File: src/rtl/baur_pkg.sv
// ----------------------------------------------------------------------------
// baur_pkg
// shared types and codes for the batched-ack upload receiver
// ----------------------------------------------------------------------------
`default_nettype none
package baur_pkg;

   localparam logic [2:0] CMD_START  = 3'd0;
   localparam logic [2:0] CMD_BLOCK  = 3'd1;
   localparam logic [2:0] CMD_END    = 3'd2;
   localparam logic [2:0] CMD_CANCEL = 3'd3;
   localparam logic [2:0] CMD_TICK   = 3'd4;

   localparam logic [2:0] KIND_NONE   = 3'd0;
   localparam logic [2:0] KIND_START  = 3'd1;
   localparam logic [2:0] KIND_BLOCK  = 3'd2;
   localparam logic [2:0] KIND_END    = 3'd3;
   localparam logic [2:0] KIND_CANCEL = 3'd4;
   localparam logic [2:0] KIND_ERROR  = 3'd5;

   localparam logic [2:0] RSN_NONE       = 3'd0;
   localparam logic [2:0] RSN_UNEXPECTED = 3'd1;
   localparam logic [2:0] RSN_FIRST_FW   = 3'd2;
   localparam logic [2:0] RSN_FW         = 3'd3;
   localparam logic [2:0] RSN_FILE       = 3'd4;
   localparam logic [2:0] RSN_RETRIES    = 3'd5;
   localparam logic [2:0] RSN_TIMEOUT    = 3'd6;
   localparam logic [2:0] RSN_HOST       = 3'd7;

   localparam logic [2:0] REG_FIRST_TO   = 3'd0;
   localparam logic [2:0] REG_BLOCK_TO   = 3'd1;
   localparam logic [2:0] REG_OVERALL_TO = 3'd2;
   localparam logic [2:0] REG_RETRIES    = 3'd3;
   localparam logic [2:0] REG_DEF_BLOCK  = 3'd4;
   localparam logic [2:0] REG_DEF_BATCH  = 3'd5;
   localparam logic [2:0] REG_BATCH_MAX  = 3'd6;
   localparam logic [2:0] REG_FIRMWARE   = 3'd7;

   // controller to datapath
   typedef struct packed {
      logic load;      // capture the request
      logic prep;      // compute sizes / compare stage
      logic div_start; // begin batch division
      logic div_step;  // one quotient bit
      logic commit;    // update state and build response
   } cmd_type;

   // datapath to controller
   typedef struct packed {
      logic need_div;
      logic div_done;
   } sts_type;

endpackage
`default_nettype wire

File: src/rtl/baur_ctrl.sv
// ----------------------------------------------------------------------------
// baur_ctrl
// sequencer: load, prepare, optional division, commit, present result
// ----------------------------------------------------------------------------
`default_nettype none
module baur_ctrl (
   input  wire logic             clock,
   input  wire logic             reset,
   input  wire logic             req_valid,
   output logic                  req_stall,
   output logic                  rsp_valid,
   input  wire logic             rsp_stall,
   output baur_pkg::cmd_type     cmd,
   input  wire baur_pkg::sts_type sts
);
   import baur_pkg::*;

   typedef enum logic [5:0] {
      ST_IDLE   = 6'b000001,
      ST_PREP   = 6'b000010,
      ST_DSTART = 6'b000100,
      ST_DIV    = 6'b001000,
      ST_COMMIT = 6'b010000,
      ST_OUT    = 6'b100000
   } state_type;

   state_type state_ff, state_in;

   always_comb begin
      state_in = state_ff;
      cmd = '0;
      unique case (state_ff)
         ST_IDLE: begin
            if (req_valid) begin
               cmd.load = 1'b1;
               state_in = ST_PREP;
            end
         end
         ST_PREP: begin
            cmd.prep = 1'b1;
            state_in = ST_DSTART;
         end
         ST_DSTART: begin
            if (sts.need_div) begin
               cmd.div_start = 1'b1;
               state_in = ST_DIV;
            end else begin
               state_in = ST_COMMIT;
            end
         end
         ST_DIV: begin
            cmd.div_step = 1'b1;
            if (sts.div_done) state_in = ST_COMMIT;
         end
         ST_COMMIT: begin
            cmd.commit = 1'b1;
            state_in = ST_OUT;
         end
         ST_OUT: begin
            if (!rsp_stall) state_in = ST_IDLE;
         end
         default: state_in = ST_IDLE;
      endcase
   end

   assign req_stall = (state_ff != ST_IDLE);
   assign rsp_valid = (state_ff == ST_OUT);

   always_ff @(posedge clock) begin
      if (reset) state_ff <= ST_IDLE;
      else       state_ff <= state_in;
   end
endmodule
`default_nettype wire

File: src/rtl/baur_dpath.sv
// ----------------------------------------------------------------------------
// baur_dpath
// upload state, size negotiation, restoring divider and response build
// ----------------------------------------------------------------------------
`default_nettype none
module baur_dpath #(
   parameter int unsigned MIN_BLOCK_SIZE = 16
) (
   input  wire logic              clock,
   input  wire logic              reset,
   input  wire baur_pkg::cmd_type cmd,
   output baur_pkg::sts_type      sts,
   input  wire logic              csr_write,
   input  wire logic [2:0]        csr_index,
   input  wire logic [31:0]       csr_data,
   input  wire logic [2:0]        req_cmd,
   input  wire logic [31:0]       req_file_length,
   input  wire logic [15:0]       req_host_block_size,
   input  wire logic [15:0]       req_host_batch_size,
   input  wire logic [15:0]       req_channel_block_max,
   input  wire logic [31:0]       req_block_position,
   input  wire logic [15:0]       req_block_length,
   input  wire logic              req_sink_error,
   output logic [2:0]             rsp_resp_kind,
   output logic                   rsp_success,
   output logic                   rsp_send_okto,
   output logic [31:0]            rsp_okto_position,
   output logic                   rsp_block_write,
   output logic                   rsp_first_block,
   output logic                   rsp_final_block,
   output logic                   rsp_cancel_sent,
   output logic [2:0]             rsp_cancel_reason,
   output logic [15:0]            rsp_granted_block_size,
   output logic [15:0]            rsp_granted_batch_size
);
   import baur_pkg::*;

   localparam logic [15:0] MinBs = 16'(MIN_BLOCK_SIZE);
   localparam int DivBits = 23;

   // configuration
   logic [31:0] first_to_ff, block_to_ff, overall_to_ff;
   logic [7:0]  max_retries_ff;
   logic [15:0] def_block_ff, def_batch_ff;
   logic [22:0] batch_max_ff;
   logic        firmware_ff;

   always_ff @(posedge clock) begin
      if (reset) begin
         first_to_ff    <= 32'd10000;
         block_to_ff    <= 32'd2000;
         overall_to_ff  <= 32'd7200000;
         max_retries_ff <= 8'd5;
         def_block_ff   <= 16'd500;
         def_batch_ff   <= 16'd40;
         batch_max_ff   <= 23'd50000;
         firmware_ff    <= 1'b0;
      end else if (csr_write) begin
         unique case (csr_index)
            REG_FIRST_TO:   first_to_ff    <= csr_data;
            REG_BLOCK_TO:   block_to_ff    <= csr_data;
            REG_OVERALL_TO: overall_to_ff  <= csr_data;
            REG_RETRIES:    max_retries_ff <= csr_data[7:0];
            REG_DEF_BLOCK:  def_block_ff   <= csr_data[15:0];
            REG_DEF_BATCH:  def_batch_ff   <= csr_data[15:0];
            REG_BATCH_MAX:  batch_max_ff   <= csr_data[22:0];
            REG_FIRMWARE:   firmware_ff    <= csr_data[0];
            default: ;
         endcase
      end
   end

   // captured request
   logic [2:0]  c_cmd_ff;
   logic [31:0] c_len_ff, c_pos_ff;
   logic [15:0] c_hbs_ff, c_hbt_ff, c_chan_ff, c_blen_ff;
   logic        c_serr_ff;

   always_ff @(posedge clock) begin
      if (cmd.load) begin
         c_cmd_ff  <= req_cmd;
         c_len_ff  <= req_file_length;
         c_hbs_ff  <= req_host_block_size;
         c_hbt_ff  <= req_host_batch_size;
         c_chan_ff <= req_channel_block_max;
         c_pos_ff  <= req_block_position;
         c_blen_ff <= req_block_length;
         c_serr_ff <= req_sink_error;
      end
   end

   // upload state
   logic        uploading_ff;
   logic [31:0] exp_pos_ff, up_len_ff, vcount_ff, time_ff, last_ff, start_ff;
   logic [15:0] bcount_ff, bsize_ff, btsize_ff;
   logic [7:0]  retries_ff;

   // prep stage: negotiated sizes, product and timing diffs
   logic [15:0] bs_ff, bt_ff;
   logic [38:0] prod_ff;
   logic        start_ok_ff;
   logic [31:0] tnext_ff, idle_ff, run_ff;

   logic [15:0] bs_req, bt_req, bs_cl;
   logic [17:0] hi_x2;
   logic [16:0] hi;
   logic [31:0] tnext;

   always_comb begin
      bs_req = (c_hbs_ff != '0) ? c_hbs_ff : def_block_ff;
      bt_req = (c_hbt_ff != '0) ? c_hbt_ff : def_batch_ff;
      hi_x2  = {1'b0, c_chan_ff, 1'b0};
      // x*2/3 via reciprocal: (v*43691)>>17 exact for v < 2^17
      hi     = 17'(({16'd0, hi_x2} * 34'd43691) >> 17);
      if (bs_req < MinBs) bs_cl = MinBs;
      else if (c_chan_ff != '0 && {1'b0, bs_req} > hi) bs_cl = hi[15:0];
      else bs_cl = bs_req;
      tnext = time_ff + 32'd1;
   end

   always_ff @(posedge clock) begin
      if (cmd.prep) begin
         bs_ff       <= bs_cl;
         bt_ff       <= bt_req;
         start_ok_ff <= !(uploading_ff && exp_pos_ff != '0);
         tnext_ff    <= tnext;
         idle_ff     <= tnext - last_ff;
         run_ff      <= tnext - start_ff;
      end
   end

   always_ff @(posedge clock) begin
      if (cmd.prep) prod_ff <= 39'(bs_cl) * 39'(bt_req);
   end

   assign sts.need_div = (c_cmd_ff == CMD_START) && start_ok_ff && (bs_ff != '0)
                         && (prod_ff > 39'(batch_max_ff));

   // restoring divider: batch_max / bs, one bit a cycle
   logic [22:0] quo_ff, rem_ff;
   logic [4:0]  dcnt_ff;
   logic [23:0] trial;
   always_comb trial = {rem_ff, quo_ff[22]} - {8'd0, bs_ff};

   always_ff @(posedge clock) begin
      if (cmd.div_start) begin
         quo_ff  <= batch_max_ff;
         rem_ff  <= '0;
         dcnt_ff <= 5'(DivBits - 1);
      end else if (cmd.div_step) begin
         if (!trial[23]) begin
            rem_ff <= trial[22:0];
            quo_ff <= {quo_ff[21:0], 1'b1};
         end else begin
            rem_ff <= {rem_ff[21:0], quo_ff[22]};
            quo_ff <= {quo_ff[21:0], 1'b0};
         end
         dcnt_ff <= dcnt_ff - 5'd1;
      end
   end
   assign sts.div_done = (dcnt_ff == '0);

   // commit
   logic        up_in;
   logic [31:0] exp_in, len_in, vc_in, last_in, start_in;
   logic [15:0] bc_in, bsz_in, btz_in, bt_fin;
   logic [7:0]  rt_in;
   logic        valid_blk, fin, ack;
   logic [32:0] endp;
   logic [31:0] limit;

   logic [2:0]  o_kind, o_reason;
   logic        o_succ, o_okto, o_wr, o_first, o_final, o_cancel;
   logic [31:0] o_pos;
   logic [15:0] o_gbs, o_gbt;

   always_comb begin
      up_in = uploading_ff; exp_in = exp_pos_ff; len_in = up_len_ff;
      vc_in = vcount_ff; last_in = last_ff; start_in = start_ff;
      bc_in = bcount_ff; bsz_in = bsize_ff; btz_in = btsize_ff; rt_in = retries_ff;
      o_kind = KIND_NONE; o_reason = RSN_NONE; o_succ = 1'b0; o_okto = 1'b0;
      o_wr = 1'b0; o_first = 1'b0; o_final = 1'b0; o_cancel = 1'b0;
      o_pos = '0; o_gbs = '0; o_gbt = '0;
      valid_blk = 1'b0; fin = 1'b0; ack = 1'b0;
      endp = {1'b0, c_pos_ff} + {17'd0, c_blen_ff};
      limit = (vcount_ff < 32'd2) ? first_to_ff : block_to_ff;
      bt_fin = bt_ff;
      if (sts.need_div) bt_fin = (quo_ff == '0) ? 16'd1 : quo_ff[15:0];
      case (c_cmd_ff)
         CMD_START: begin
            o_kind = KIND_START;
            if (start_ok_ff) begin
               len_in = c_len_ff; up_in = 1'b1; start_in = time_ff; last_in = time_ff;
               vc_in = '0; exp_in = '0; bc_in = '0; rt_in = '0;
               bsz_in = bs_ff; btz_in = bt_fin; o_succ = 1'b1;
            end
            o_gbs = bsz_in; o_gbt = btz_in;
         end
         CMD_BLOCK: begin
            if (!uploading_ff) begin
               o_kind = KIND_ERROR; up_in = 1'b0;
               o_cancel = 1'b1; o_reason = RSN_UNEXPECTED;
            end else begin
               bc_in = bcount_ff + 16'd1;
               last_in = time_ff;
               if (c_pos_ff == exp_pos_ff) begin
                  valid_blk = 1'b1;
                  exp_in = exp_pos_ff + {16'd0, c_blen_ff};
                  vc_in = vcount_ff + 32'd1;
                  o_first = (c_pos_ff == '0);
                  fin = (endp >= {1'b0, up_len_ff});
               end
               ack = (bc_in == btsize_ff) || (vc_in == 32'd1) || fin;
               if (ack) bc_in = '0;
               rt_in = '0;
               o_wr = valid_blk; o_final = fin;
               if (ack) begin
                  o_kind = KIND_BLOCK; o_succ = 1'b1; o_okto = 1'b1; o_pos = exp_in;
               end
               if (valid_blk && c_serr_ff) begin
                  o_kind = KIND_BLOCK; o_succ = 1'b0; o_okto = 1'b0; o_pos = '0;
                  up_in = 1'b0; o_cancel = 1'b1;
                  if (firmware_ff) o_reason = o_first ? RSN_FIRST_FW : RSN_FW;
                  else o_reason = RSN_FILE;
               end
            end
         end
         CMD_END: begin
            up_in = 1'b0; o_kind = KIND_END; o_succ = 1'b1;
         end
         CMD_CANCEL: begin
            up_in = 1'b0; o_cancel = 1'b1; o_reason = RSN_HOST;
            o_kind = KIND_CANCEL; o_succ = 1'b1;
         end
         CMD_TICK: begin
            if (uploading_ff) begin
               if (idle_ff > limit) begin
                  rt_in = retries_ff + 8'd1;
                  if (rt_in < max_retries_ff) begin
                     last_in = tnext_ff;
                     o_kind = KIND_BLOCK; o_succ = 1'b1; o_okto = 1'b1; o_pos = exp_pos_ff;
                  end else begin
                     up_in = 1'b0; o_cancel = 1'b1; o_reason = RSN_RETRIES;
                  end
               end else if (run_ff > overall_to_ff) begin
                  up_in = 1'b0; o_cancel = 1'b1; o_reason = RSN_TIMEOUT;
               end
            end
         end
         default: o_kind = KIND_ERROR;
      endcase
   end

   always_ff @(posedge clock) begin
      if (reset) begin
         uploading_ff <= 1'b0; exp_pos_ff <= '0; up_len_ff <= '0; vcount_ff <= '0;
         bcount_ff <= '0; retries_ff <= '0; time_ff <= '0; last_ff <= '0;
         start_ff <= '0; bsize_ff <= '0; btsize_ff <= '0;
      end else if (cmd.commit) begin
         uploading_ff <= up_in; exp_pos_ff <= exp_in; up_len_ff <= len_in;
         vcount_ff <= vc_in; bcount_ff <= bc_in; retries_ff <= rt_in;
         last_ff <= last_in; start_ff <= start_in; bsize_ff <= bsz_in;
         btsize_ff <= btz_in;
         if (c_cmd_ff == CMD_TICK) time_ff <= tnext_ff;
      end
   end

   always_ff @(posedge clock) begin
      if (cmd.commit) begin
         rsp_resp_kind <= o_kind; rsp_success <= o_succ; rsp_send_okto <= o_okto;
         rsp_okto_position <= o_pos; rsp_block_write <= o_wr;
         rsp_first_block <= o_first; rsp_final_block <= o_final;
         rsp_cancel_sent <= o_cancel; rsp_cancel_reason <= o_reason;
         rsp_granted_block_size <= o_gbs; rsp_granted_batch_size <= o_gbt;
      end
   end
endmodule
`default_nettype wire

File: src/rtl/batched_ack_upload_receiver_unit.sv
// ----------------------------------------------------------------------------
// batched_ack_upload_receiver_unit
// receiver for block uploads with batched ok-to acknowledgements
// ----------------------------------------------------------------------------
// One transaction in, one result out. A request passes load, prepare, decide,
// commit and present; a start whose batch must be cut to the byte limit adds a
// bit-serial division of max_batch_bytes by the block size between decide and
// commit. The next request is taken once the result is consumed.
`default_nettype none
module batched_ack_upload_receiver_unit #(
   parameter int unsigned MIN_BLOCK_SIZE = 16
) (
   input  wire logic        clock,
   input  wire logic        reset,
   input  wire logic        csr_write,
   input  wire logic [2:0]  csr_index,
   input  wire logic [31:0] csr_data,
   input  wire logic        req_valid,
   output logic             req_stall,
   input  wire logic [2:0]  req_cmd,
   input  wire logic [31:0] req_file_length,
   input  wire logic [15:0] req_host_block_size,
   input  wire logic [15:0] req_host_batch_size,
   input  wire logic [15:0] req_channel_block_max,
   input  wire logic [31:0] req_block_position,
   input  wire logic [15:0] req_block_length,
   input  wire logic        req_sink_error,
   output logic             rsp_valid,
   input  wire logic        rsp_stall,
   output logic [2:0]       rsp_resp_kind,
   output logic             rsp_success,
   output logic             rsp_send_okto,
   output logic [31:0]      rsp_okto_position,
   output logic             rsp_block_write,
   output logic             rsp_first_block,
   output logic             rsp_final_block,
   output logic             rsp_cancel_sent,
   output logic [2:0]       rsp_cancel_reason,
   output logic [15:0]      rsp_granted_block_size,
   output logic [15:0]      rsp_granted_batch_size
);
   import baur_pkg::*;

   cmd_type cmd;
   sts_type sts;

   baur_ctrl u_ctrl (
      .clock, .reset, .req_valid, .req_stall, .rsp_valid, .rsp_stall,
      .cmd, .sts
   );

   baur_dpath #(.MIN_BLOCK_SIZE(MIN_BLOCK_SIZE)) u_dpath (
      .clock, .reset, .cmd, .sts, .csr_write, .csr_index, .csr_data,
      .req_cmd, .req_file_length, .req_host_block_size, .req_host_batch_size,
      .req_channel_block_max, .req_block_position, .req_block_length,
      .req_sink_error, .rsp_resp_kind, .rsp_success, .rsp_send_okto,
      .rsp_okto_position, .rsp_block_write, .rsp_first_block, .rsp_final_block,
      .rsp_cancel_sent, .rsp_cancel_reason, .rsp_granted_block_size,
      .rsp_granted_batch_size
   );
endmodule
`default_nettype wire

File: config.mk
export PLATFORM = sky130hd
export DESIGN_NAME = batched_ack_upload_receiver_unit
export DESIGN_NICKNAME = d
export VERILOG_FILES = /design/src/rtl/baur_pkg.sv /design/src/rtl/baur_ctrl.sv /design/src/rtl/baur_dpath.sv /design/src/rtl/batched_ack_upload_receiver_unit.sv
export SDC_FILE = /design/constraint.sdc
export NUM_CORES = 2
export LEC_CHECK = 0
export BUFFER_PORTS_ARGS = -buffer_cell sky130_fd_sc_hd__buf_2
export CORE_MARGIN = 2
export CORE_UTILIZATION = 23
export CTS_CLUSTER_DIAMETER = 100
export DETAILED_ROUTE_END_ITERATION = 12
export PLACE_DENSITY = 0.45
export RECOVER_POWER = 25
export SYNTH_ARGS = -nofsm -noshare
export SYNTH_HDL_FRONTEND = slang
export SYNTH_HIERARCHICAL = 1
export SYNTH_SLANG_ARGS = --single-unit
File: constraint.sdc
create_clock -name clock -period 14.9 [get_ports clock]
set_input_delay 0.745 -clock clock [delete_from_list [all_inputs] [get_ports clock]]
set_output_delay 0.745 -clock clock [all_outputs]
set_load 0.01 [all_outputs]
* After elaboration in Yosys (flattened, before gate mapping) *
Cells that the tools add are included.

word-level totals
  bits in registers = 835
  bits in latches = 0
  memory bits (writable) = 0
  ROM bits = 0
  input port bits = 172
  output and inout bits = 78
  memories = 0

cells by class
  $add $sub $neg = 10
  $mul = 2
  div/mod/pow operators = 0
  order comparisons = 8
  eq/ne operators = 29
  shifts and indexed selects = 0
  muxes and demuxes = 104
  bitwise logic cells = 0
  reduce and logical (&&, ||, !) cells = 41

operators by type and width
  cell                                                                           count
  32-bit 2-to-1 mux                                                              19
  32-bit one-hot mux with 2 select lines                                         3
  16-bit 2-to-1 mux                                                              11
  32-bit one-hot mux with 3 select lines                                         1
  23-bit 2-to-1 mux                                                              3
  32-bit by 1-bit adder with 32-bit output, second input constant                2
  32-bit > comparator                                                            2
  16-bit nonzero test                                                            4
  32-bit subtractor                                                              2
  1-bit 2-to-1 mux                                                               37
  6-bit one-hot mux with 6 select lines                                          1
  32-bit by 16-bit adder with 33-bit output                                      1
  33-bit by 32-bit greater-or-equal comparator with 1-bit output                 1
  32-bit by 16-bit adder with 32-bit output                                      1
  32-bit by 1-bit == test with 1-bit output, second input constant               1
  32-bit == test                                                                 1
  32-bit by 23-bit > comparator with 1-bit output                                1
  32-bit zero test                                                               1
  32-bit by 2-bit less-than comparator with 1-bit output, second input constant  1
  16-bit by 16-bit multiplier with 32-bit output                                 1
  16-bit by 16-bit multiplier with 32-bit output, second input constant          1
  8-bit 2-to-1 mux                                                               4
  16-bit one-hot mux with 2 select lines                                         1
  32-bit nonzero test                                                            1
  other kinds (45)                                                               93

* Depth between registers and ports, before layout *
  depth in word-level cells = 11
  depth in mapped cells = 56
  gate-level depth less buffers = 53

* Modules after synthesis *
Netlist, hierarchy kept.

modules (own cells, without submodules)
  module      instances  cells an instance  area each (µm²)  sequential area each (µm²)
  baur_dpath  1          5925               54982.7          20519.7
  baur_ctrl   1          43                 401.6            120.1

* Worst setup path after synthesis *
No wires, ideal clock.

  kind = register -> register
  start point = reg u_dpath.c_chan_ff[11]
  end point = reg u_dpath.prod_ff[24] (data pin)
  setup time = 0.259 ns
  arrival time = 12.558 ns
  required time = 14.641 ns
  slack = 2.083 ns
  cell stages (with the launch flop) = 51
  path buffers = 2
  period minus slack after synthesis = 12.817 ns
  path through = edfxtp_1 ha_1 ha_1 inv_1 fa_1 inv_1 fa_1 fa_1 inv_1 fa_1 inv_1 ha_1 a21o_1 a21oi_1 o211ai_1 o41ai_2 a31oi_1 a21o_1 (+15 left out) inv_1 fa_1 fa_1 fa_1 inv_1 fa_1 inv_1 ha_1 a21o_1 a21o_1 a21oi_1 nor3b_1 o311ai_0 a31o_2 a21o_1 a21o_1 a21oi_1 xnor2_1

on the way
  word-level cells in the longest chain between the ends = 6

ends and longest elaborated chain
  what                                              line               RTL
  from (decl)                                       baur_dpath.sv:76   logic [15:0] c_hbs_ff, c_hbt_ff, c_chan_ff, c_blen_ff;
  from (signal assigned)                            baur_dpath.sv:85   c_chan_ff <= req_channel_block_max;
  16-bit by 16-bit multiplier with 32-bit output    baur_dpath.sv:114  hi = 17'(({16'd0, hi_x2} * 34'd43691) >> 17);
  16-bit > comparator                               baur_dpath.sv:116  else if (c_chan_ff != '0 && {1'b0, bs_req} > hi) bs_cl = hi[15:0];
  1-bit logical AND                                 baur_dpath.sv:116
  16-bit 2-to-1 mux *                               baur_dpath.sv:116
  16-bit 2-to-1 mux *                               baur_dpath.sv:115  if (bs_req < MinBs) bs_cl = MinBs;
  net u_dpath.bs_cl[2]                              baur_dpath.sv:104  logic [15:0] bs_req, bt_req, bs_cl;
  16-bit by 16-bit multiplier with 32-bit output *  baur_dpath.sv:133  if (cmd.prep) prod_ff <= 39'(bs_cl) * 39'(bt_req);
  to (signal assigned)                              baur_dpath.sv:133
  to (decl)                                         baur_dpath.sv:100  logic [38:0] prod_ff;

Mark *: on every way through the listed nets, which the timed path passes. The rest lies on a longest branch.
A chain may end at the register's enable or synchronous reset.

* Worst setup path after layout *
  start point = reg u_dpath.c_chan_ff[1]
  end point = reg u_dpath.prod_ff[31] (data pin)

on the way
  word-level cells in the longest chain between the ends = 6

ends and longest elaborated chain
  what                                              line
  16-bit by 16-bit multiplier with 32-bit output    baur_dpath.sv:114
  16-bit > comparator                               baur_dpath.sv:116
  1-bit logical AND                                 baur_dpath.sv:116
  16-bit 2-to-1 mux *                               baur_dpath.sv:116
  16-bit 2-to-1 mux *                               baur_dpath.sv:115
  16-bit by 16-bit multiplier with 32-bit output *  baur_dpath.sv:133

Every way passes the cells marked *; elsewhere a longest branch is shown, timed or not.

==> results.json <==
{
  "fmax_mhz": 71.1,
  "synth.distinct_cells": 86,
  "worstSetupPathType": "flip-flop to flip-flop",
  "rows": 180,
  "path_buf_inv": 10,
  "cts_resized": 0,
  "antenna_found_initial": 16,
  "vias_per_cell": 4.61,
  "hpwl_um": 139000,
  "synth_area_um2": 55400,
  "nFillCells": 25800,
  "crit_path_end_kind": "flip-flop",
  "die_x_um": 495,
  "first_global_vias": 43000,
  "ctsHoldBuffers": 0,
  "io_buffers": 249,
  "start_util": 0.231,
  "slew_viol_final": 292,
  "ys_seq_elements": 835,
  "fin_setup_tns_ns": 0,
  "gp_congestion": 0.884,
  "register_area_um2": 20600,
  "drive_gt1_frac": 0.0835,
  "cts_sinks": 835,
  "cts_tree": "done",
  "grt-ovfl-total": 0,
  "violations": "capacitance limit, slew limit",
  "cts_setup_buffers": 0,
  "fin_nets": 7084,
  "min_period_ns": 14.05,
  "cap_violations": 5,
  "htree_levels": 3,
  "finalHoldViolCount": 0,
  "final-setup-viol-count": 0,
  "grt_max_degree": 81,
  "period_share": 0.943,
  "avgSynthCellArea_um2": 9.28,
  "drtIter0Drc": 2692,
  "synthesis.nets": 6904,
  "slew_headroom": -1.53,
  "cp_slowest_stage_delay_ns": 0.64,
  "ioPinCount": 250,
  "cp-startpoint": "u_dpath/c_chan_ff[1]",
  "ctsLongestPathBuffers": 3,
  "cts.clk_slew.worst_paths_ns": 0.06,
  "core_um2": 240000,
  "die_h_um": 495,
  "startpoint_type": "flip-flop",
  "drt-total-wl_um": 184000,
  "worst_pin_slew_ns": 3.79,
  "worstPathRequired_ns": 15.35,
  "critPathMostFrequentCell": "fa_1",
  "dieArea_um2": 245000,
  "postSynth.asyncResetShare": 0,
  "min_path_type": "input pin to flip-flop",
  "clock_latency_ns": 0.77,
  "grt_pass1_wl_um": 274000,
  "dr.pass1.iters": 5,
  "synth_cells": 5968,
  "synth_flop_cell": "dfxtp_1",
  "multiInputGateArea_um2": 31400,
  "drcViolationCount": 0,
  "slowest_stage": "a211oi_2",
  "yosys_warnings": 6,
  "numCtsBuffers": 103,
  "synth_edf_count": 392,
  "wl_per_cell_um": 19.5,
  "root_buffer": "clkbuf_16",
  "crit_path_max_fanout": 19,
  "crit_family": "adder cells",
  "clock_skew_ns": 0.0704,
  "cp.arrival_ns": 14.50,
  "status": "finished, violations left",
  "worstReg2RegStart": "u_dpath/c_chan_ff[1]",
  "ant_nets": 0,
  "via_count": 43400,
  "grt_usage": 0.146,
  "rsz0062_at_grt": "no",
  "syn2layout_area_growth_pct": 15.0,
  "synth.yosys.seq_area_share": 0.373,
  "min_from": "req_block_position[11]"
}
-- path summary, 6_finish.rpt --
check                                  to  slack [ns]  depth (start not counted)
setup / recovery      u_dpath/prod_ff[31]        0.85                         49
setup reg to reg      u_dpath/prod_ff[31]        0.85                         49
hold reg to reg   u_dpath/first_to_ff[20]        0.45                          2
hold / removal       u_dpath/c_pos_ff[11]        0.15                          1
-- cell families (layout without fill, tap and decap cells) --
| kind of cell | count (synthesis) | in the layout | share of synthesized area |
|---|---|---|---|
| and+or+nand+nor | 1915 | 1915 | 0.159 |
| AOI/OAI and AO/OA | 1161 | 1161 | 0.132 |
| buffers and inverters | 916 | 1187 | 0.0633 |
| DFF | 835 | 835 | 0.373 |
| adders and majority gates | 764 | 764 | 0.210 |
| xor gates and xnor gates | 269 | 269 | 0.0425 |
| muxes | 108 | 108 | 0.0201 |
| other | 0 | 1 | 0 |
-- metal layers --
metal	wire length (um)	GRT usage
met5	27	0
met4	3910	0.0326
met1	85100	0.201
met3	8840	0.0188
met2	85900	0.244
-- metrics by stage --
step,worst slack (ns),instance area (um^2),utilization,std cells,hold slack (ns)
after floorplan,2.08,55400,-,5968,0.433
after global placement,0.790,60400,0.252,9228,0.441
after detailed placement,0.614,60400,0.252,9228,0.446
after CTS,0.551,63900,0.266,9424,0.0753
after global routing,0.0150,63700,0.265,9424,0.100
final,0.845,63700,0.265,9425,0.152
-- cell usage in the layout (no fill, tap or decap), types with 72 or more instances in the layout --
master	count
xnor2_1	167
buf_4	80
nand2_1	852
nor4_1	72
nand3_1	125
nor3_1	89
fa_1	275
edfxtp_1	392
a21oi_1	489
inv_1	642
nor2_1	399
clkbuf_1	130
mux2i_1	81
o21ai_0	149
clkbuf_16	104
dfxtp_1	443
buf_2	145
ha_1	489
xor2_1	101
a21o_1	103
-- final cells by class --
cell class                      count  share of cell area
Antenna cell                        1           0.0000393
Clock buffer                      135              0.0444
Clock inverter                     61              0.0105
Inverter                          655              0.0386
Multi-Input combinational cell   4217               0.492
Sequential cell                   835               0.324
Tap cell                         3185              0.0626
Timing Repair Buffer              336              0.0274
-- synthesized netlist by cell type, drive strengths merged, types with 11 or more instances --
| cell type | n | area share |
|---|---|---|
| nand4 | 71 | 0.0082 |
| o221a | 35 | 0.0071 |
| o31ai | 24 | 0.0035 |
| inv | 641 | 0.043 |
| nand2b | 36 | 0.0041 |
| mux2 | 27 | 0.0055 |
| or3 | 20 | 0.0023 |
| or2 | 11 | 0.0012 |
| xor2 | 101 | 0.016 |
| a22oi | 16 | 0.0022 |
| o21a | 46 | 0.0062 |
| nor2 | 407 | 0.028 |
| a21o | 104 | 0.014 |
| a21oi | 491 | 0.044 |
| nor2b | 38 | 0.0043 |
| dfxtp | 443 | 0.16 |
| buf | 27 | 0.0030 |
| nor4 | 77 | 0.0093 |
| or4 | 16 | 0.0024 |
| and2 | 49 | 0.0055 |
| ha | 489 | 0.11 |
| clkbuf | 234 | 0.016 |
| o21ai | 161 | 0.015 |
| clkinv | 14 | 0.00095 |
| edfxtp | 392 | 0.21 |
| a311oi | 21 | 0.0033 |
| and3 | 50 | 0.0056 |
| xnor2 | 168 | 0.027 |
| o21bai | 17 | 0.0023 |
| fa | 275 | 0.099 |
| nor3b | 15 | 0.0024 |
| o211ai | 36 | 0.0049 |
| mux2i | 81 | 0.015 |
| nand3 | 127 | 0.011 |
| a31oi | 52 | 0.0059 |
| a211oi | 54 | 0.0073 |
| and4 | 21 | 0.0033 |
| nor3 | 95 | 0.0089 |
| nand2 | 854 | 0.058 |
Power is not shown: default switching activity piles up to over one toggle a cycle in this logic, so the estimate is an artifact.
